--- src/hdl/b32e_pkg.sv ---
// package for the base32 stream encoder
// word types, slice result type and the alphabet lookup; no dependencies
package b32e_pkg;

  localparam int unsigned GroupWidth = 5;
  localparam int unsigned MaxSymbols = 3;
  localparam int unsigned LetterCount = 26;
  localparam logic [6:0] LetterBase = 7'h61;
  localparam logic [6:0] DigitBase = 7'h32;

  typedef struct packed {
    logic [7:0] data_byte;
    logic       last_byte;
  } in_word_t;

  typedef struct packed {
    logic [6:0] symbol;
    logic       last_symbol;
  } out_word_t;

  typedef logic [GroupWidth-1:0] group_t;

  typedef struct packed {
    group_t [MaxSymbols-1:0] sym;
    logic   [1:0]            num;
    logic   [3:0]            left_bits;
    logic   [2:0]            left_count;
  } slice_t;

  function automatic logic [6:0] to_ascii(group_t idx);
    logic [6:0] wide;
    wide = {2'b00, idx};
    if (wide < 7'(LetterCount)) begin
      return LetterBase + wide;
    end
    return DigitBase + (wide - 7'(LetterCount));
  endfunction

endpackage

--- src/hdl/b32e_slicer.sv ---
// splits one byte plus pending bits into five-bit groups
// combinational; uses b32e_pkg
module b32e_slicer (
  input  b32e_pkg::in_word_t in_word_i,
  input  logic [3:0]         left_bits_i,
  input  logic [2:0]         left_count_i,
  output b32e_pkg::slice_t   slice_o
);

  logic [2:0]  cnt;
  logic [3:0]  mask;
  logic [11:0] acc;
  logic [11:0] aligned;
  logic [2:0]  rem_count;
  logic        two;

  always_comb begin
    cnt = (left_count_i > 3'd4) ? 3'd4 : left_count_i;
    mask = 4'((5'b00001 << cnt) - 5'd1);
    acc = {left_bits_i & mask, in_word_i.data_byte};
    aligned = acc << (3'd4 - cnt);
    two = (cnt >= 3'd2);
    rem_count = two ? (cnt - 3'd2) : (cnt + 3'd3);

    slice_o.sym[0] = aligned[11:7];
    slice_o.sym[1] = aligned[6:2];
    slice_o.sym[2] = {aligned[1:0], 3'b000};

    if (in_word_i.last_byte) begin
      slice_o.num = (two && rem_count != 3'd0) ? 2'd3 : 2'd2;
      slice_o.left_bits = 4'd0;
      slice_o.left_count = 3'd0;
    end else begin
      slice_o.num = two ? 2'd2 : 2'd1;
      slice_o.left_bits = acc[3:0];
      slice_o.left_count = rem_count;
    end
  end

endmodule

--- src/hdl/base32_stream_encoder.sv ---
// top level of the base32 stream encoder
// uses b32e_pkg and b32e_slicer
//
// Each accepted byte is sliced at once into one to three base32 symbols
// (lowercase a-z, 2-7, no padding), which are held in a small group
// register and sent one symbol per cycle while the output is ready. A byte
// makes one or two symbols, two or three on a flush, about 1.6 on average.
// The next byte is taken in the cycle in which the last symbol of the
// previous one leaves, so the output port sets the rate. The final symbol
// of each message carries last_symbol.
module base32_stream_encoder (
  input  logic                clk_i,
  input  logic                rst_ni,
  input  logic                in_valid_i,
  output logic                in_ready_o,
  input  b32e_pkg::in_word_t  in_word_i,
  output logic                out_valid_o,
  input  logic                out_ready_i,
  output b32e_pkg::out_word_t out_word_o
);

  b32e_pkg::slice_t slice;

  logic [3:0] left_bits_q, left_bits_d;
  logic [2:0] left_count_q, left_count_d;
  logic [1:0] cnt_q, cnt_d;
  logic       last_q, last_d;
  b32e_pkg::group_t [b32e_pkg::MaxSymbols-1:0] sym_q, sym_d;

  logic in_fire;
  logic out_fire;

  b32e_slicer u_slicer (
    .in_word_i    (in_word_i),
    .left_bits_i  (left_bits_q),
    .left_count_i (left_count_q),
    .slice_o      (slice)
  );

  assign out_fire = out_valid_o && out_ready_i;
  assign in_ready_o = (cnt_q == 2'd0) || (cnt_q == 2'd1 && out_ready_i);
  assign in_fire = in_valid_i && in_ready_o;

  assign out_valid_o = (cnt_q != 2'd0);
  assign out_word_o.symbol = b32e_pkg::to_ascii(sym_q[0]);
  assign out_word_o.last_symbol = last_q && (cnt_q == 2'd1);

  always_comb begin
    left_bits_d = left_bits_q;
    left_count_d = left_count_q;
    cnt_d = cnt_q;
    last_d = last_q;
    sym_d = sym_q;
    if (in_fire) begin
      left_bits_d = slice.left_bits;
      left_count_d = slice.left_count;
      cnt_d = slice.num;
      last_d = in_word_i.last_byte;
      sym_d = slice.sym;
    end else if (out_fire) begin
      cnt_d = cnt_q - 2'd1;
      sym_d = {sym_q[2], sym_q[2:1]};
    end
  end

  always_ff @(posedge clk_i or negedge rst_ni) begin
    if (!rst_ni) begin
      left_bits_q <= '0;
      left_count_q <= '0;
      cnt_q <= '0;
      last_q <= 1'b0;
    end else begin
      left_bits_q <= left_bits_d;
      left_count_q <= left_count_d;
      cnt_q <= cnt_d;
      last_q <= last_d;
    end
  end

  always_ff @(posedge clk_i) begin
    sym_q <= sym_d;
  end

  a_count_range: assert property (@(posedge clk_i) disable iff (!rst_ni)
    left_count_q <= 3'd4)
    else $error("pending bit count out of range");

  a_flush_clears: assert property (@(posedge clk_i) disable iff (!rst_ni)
    in_fire && in_word_i.last_byte |=> left_count_q == 3'd0)
    else $error("state not cleared after last byte");

  a_flush_group: assert property (@(posedge clk_i) disable iff (!rst_ni)
    in_fire && in_word_i.last_byte |=> last_q && cnt_q >= 2'd2)
    else $error("flush group too short");

  a_accept_loads: assert property (@(posedge clk_i) disable iff (!rst_ni)
    in_fire |=> out_valid_o)
    else $error("accepted byte produced no symbol");

  a_no_accept_busy: assert property (@(posedge clk_i) disable iff (!rst_ni)
    cnt_q >= 2'd2 |-> !in_ready_o)
    else $error("byte taken while group still pending");

endmodule

--- config.mk ---
export PLATFORM = sky130hd
export DESIGN_NAME = base32_stream_encoder
export DESIGN_NICKNAME = d
export VERILOG_FILES = /design/src/hdl/b32e_pkg.sv /design/src/hdl/b32e_slicer.sv /design/src/hdl/base32_stream_encoder.sv
export SDC_FILE = /design/constraint.sdc
export NUM_CORES = 1
export LEC_CHECK = 0
export ABC_CLOCK_PERIOD_IN_PS = 6700
export BUFFER_PORTS_ARGS = -buffer_cell sky130_fd_sc_hd__buf_2
export CAP_MARGIN = 15
export CORE_ASPECT_RATIO = 1.5
export CORE_UTILIZATION = 51
export DETAILED_ROUTE_END_ITERATION = 12
export PLACE_DENSITY = 0.77
export SYNTH_ARGS = -nofsm -noshare
export SYNTH_HDL_FRONTEND = slang
export SYNTH_HIERARCHICAL = 1
export SYNTH_SLANG_ARGS = --single-unit
--- constraint.sdc ---
create_clock -name clk_i -period 6.7 [get_ports clk_i]
set_input_delay 0.67 -clock clk_i [delete_from_list [all_inputs] [get_ports clk_i]]
set_output_delay 0.67 -clock clk_i [all_outputs]
set_load 0.02 [all_outputs]
==> reports/qor.csv <==
metric,value,unit
ant_nets,0,
dp_hpwl,3000,um
swShare,44.6,%
hold_viol_final,0,
diodes,0,
start_util,54.1,%
multi_input_area,0.00104,sq mm
combPwrFrac,62.7,%
cts_buffer_depth,2,
final_nets,210,
synth_edf_count,15,
skew,0.00205,ns
seqCellArea,701,sq um
grt_pass1_vias,1373,
place_ws,3.72,ns
synth_top_family_by_area,multiplexers,
synthSimpleGateAreaFrac,14.8,%
fin_crit,2.99,ns
synth_warnings,6,
ir_drop,0.362,mV
seq_power_share,28.3,%
postCtsSetupBuffers,0,
setup_slack,3.71,ns
drive_above_1_share,30.3,%
synth_compound_area_share,8.77,%
htree_levels,1,
clock-root-buffer,clkbuf_8,
synth_area,0.00188,sq mm
avgRoutedWirePerCell,16.9,um
clkTransAtPathRegs,0.09,ns
worstPathArrival,3.03,ns
critPathMaxFanout,18,
cts.sinks,25,
synthMuxAreaShare,23.5,%
maxSlewHeadroom,62.1,%
ys.flop_type,edfxtp_1,
worstSetupStartpointType,flip-flop,
powerDensity,517,mW/mm^2
power_switching,0.000464,W
synthTopCellsByArea,"edfxtp_1 24%, dfrtp_1 13%, mux2_4 7.2%, mux2_2 7.2%, ha_1 5.3%",
io_buffers,22,
syn_to_final_growth,6.71,%
hold_path_class,input pin to async pin,
synth.distinct_cells,49,
grt_overflow,0,
required,6.73,ns
grt_pass1_wl,6440,um
synth-xor-area-share,2.33,%
dr.first_iter.drc_count,38,
hold_buffers,0,
grt_max_degree,24,
rsz0062_at_grt,no,
yosysSeqAreaShare,37.2,%
drv_slew,0,
die_y,76.4,um
synth_fa_ha_area_share,5.32,%
vias_per_cell,5.85,
power.leakage,0.903,nW
dr.pass1.iters,4,
cp-end-kind,flip-flop,
setup_viol_count_final,0,
totalWireLength,3890,um
nFillCells,292,
tightest_slew,0.568,ns
cts_tree,yes,
syn-mean-instance-area,11.0,sq um
dr_total_vias,1346,
p_int,0.000575,W
die_w,51.6,um
die_area,0.00394,sq mm
clkLatencyLatePin,0.27,ns
drc_errors,0,
ios,23,
postCtsResizedCells,0,
synth_seq_cells,25,
synth_top_area_share,23.9,%
num_rows,26,
drv_cap,0,
numCtsBuffers,3,
core,0.00348,sq mm
rr_worst_depth,6,
finalCritPeriodShare,44.7,%
grt_antenna_before_repair,0,
outcome,completed,
grt_usage,22.3,%
fmax,0.334,GHz
synthCells,171,
gp_congestion,0.889,
clockPowerShare,9.0,%
async_flop_share,40.0,%
synth_top_area_cell,edfxtp_1,
totalNegativeSetupSlack,0,ns
path_class,flip-flop to flip-flop,
[layout make-up]
type	instances	area share, %
well taps	42	2.62
inverters	13	2.80
clock inverters	1	0.374
flip-flops and latches	25	34.9
repair buffers	22	5.48
multi-input cells	124	51.8
clock buffers	3	2.05
[critical path, cell delays in order, from the launching register on]
cell     delay (ns)
dfrtp_1        0.50
nor2b_4        0.26
inv_4          0.12
ha_1           0.67
mux4_1         0.66
mux2_2         0.28
mux2_4         0.26
[sequential cells by signal, indices dropped and copies added, names as in the netlist]
signal	flops
last_q	1
cnt_q	2
sym_q	15
left_count_q	3
left_bits_q	4
[per-stage QoR]
| stage | cell area [sq um] | std cells | power [W] | utilization (%) | hold WS [ns] |
|---|---|---|---|---|---|
| 2_1_floorplan | 1890 | 173 | 0.000810 | - | 0.374 |
| 3_3_place_gp | 1960 | 226 | 0.000919 | 56.3 | 0.484 |
| 3_5_place_dp | 1960 | 226 | 0.000949 | 56.3 | 0.507 |
| 4_1_cts | 2010 | 230 | 0.00104 | 57.7 | 0.236 |
| 5_1_grt | 2010 | 230 | 0.00113 | 57.7 | 0.252 |
| 6_report | 2010 | 230 | 0.00104 | 57.7 | 0.238 |
[power groups by stage]
stage | sequential [W] | combinational, W | clock (W)
2_1_floorplan | 0.000278 | 0.000533 | 0
3_3_place_gp | 0.000293 | 0.000627 | 0
3_5_place_dp | 0.000298 | 0.000651 | 0
4_1_cts | 0.000294 | 0.000654 | 0.0000955
5_1_grt | 0.000302 | 0.000723 | 0.000101
6_report | 0.000294 | 0.000651 | 0.0000931
[final timing paths]
check	from	end	slack, ns
hold / removal	rst_ni	left_bits_q[0]$_DFFE_PN0P_	0.24
max in group asynchronous	rst_ni	left_count_q[0]$_DFFE_PN0P_	6.27
min in group clk_i	last_q$_DFFE_PN0P_	last_q$_DFFE_PN0P_	0.52
hold reg to reg	last_q$_DFFE_PN0P_	last_q$_DFFE_PN0P_	0.52
setup reg to reg	left_count_q[2]$_DFFE_PN0P_	sym_q[3]$_DFFE_PP_	3.71
setup / recovery	left_count_q[2]$_DFFE_PN0P_	sym_q[3]$_DFFE_PP_	3.71
[kinds of logic (layout without fill, tap and decap cells)]
family                     after synthesis  after routing
and+or+nand+nor                         53             53
muxes                                   30             30
AOI/OAI and AO/OA                       25             25
DFF                                     25             25
buffers and inverters                   24             39
adders and majority gates                8              8
xor gates and xnor gates                 5              5
other                                    1              3
[layout by cell type, fill, tap and decap left out, types with 4 or more instances in the layout]
cell | Yosys | final
and3_1 | 5 | 5
mux2_2 | 12 | 12
a21oi_1 | 6 | 6
inv_1 | 9 | 9
nor2_1 | 10 | 10
mux4_2 | 4 | 4
ha_1 | 8 | 8
buf_2 | 1 | 22
o21ai_0 | 4 | 4
nor2b_1 | 6 | 6
edfxtp_1 | 15 | 15
mux2_4 | 9 | 9
dfrtp_1 | 10 | 10
nand2_1 | 17 | 17
[per-layer routing]
metal	wire length, um	up-vias	track usage, %
met5	0	-	0
met4	123	0	10.0
met3	93	10	2.99
met2	2120	33	41.4
met1	1560	656	23.4
li1	-	647	-
[synth_stat cells (2+ instances only)]
cell type / instances
and2_1: 3
inv_1: 9
a32oi_1: 2
mux2_2: 12
ha_1: 8
clkbuf_1: 3
mux4_2: 4
o21ai_0: 4
a21o_1: 2
a31oi_1: 3
dfrtp_1: 10
a21oi_1: 6
mux2i_1: 3
nor2_1: 10
mux4_1: 2
xnor2_1: 2
o31ai_1: 2
buf_4: 4
xor2_1: 3
nor2b_1: 6
nand3_1: 3
nand2_1: 17
edfxtp_1: 15
and3_1: 5
mux2_4: 9
No activity file was read; power rests on OpenSTA's default activity.
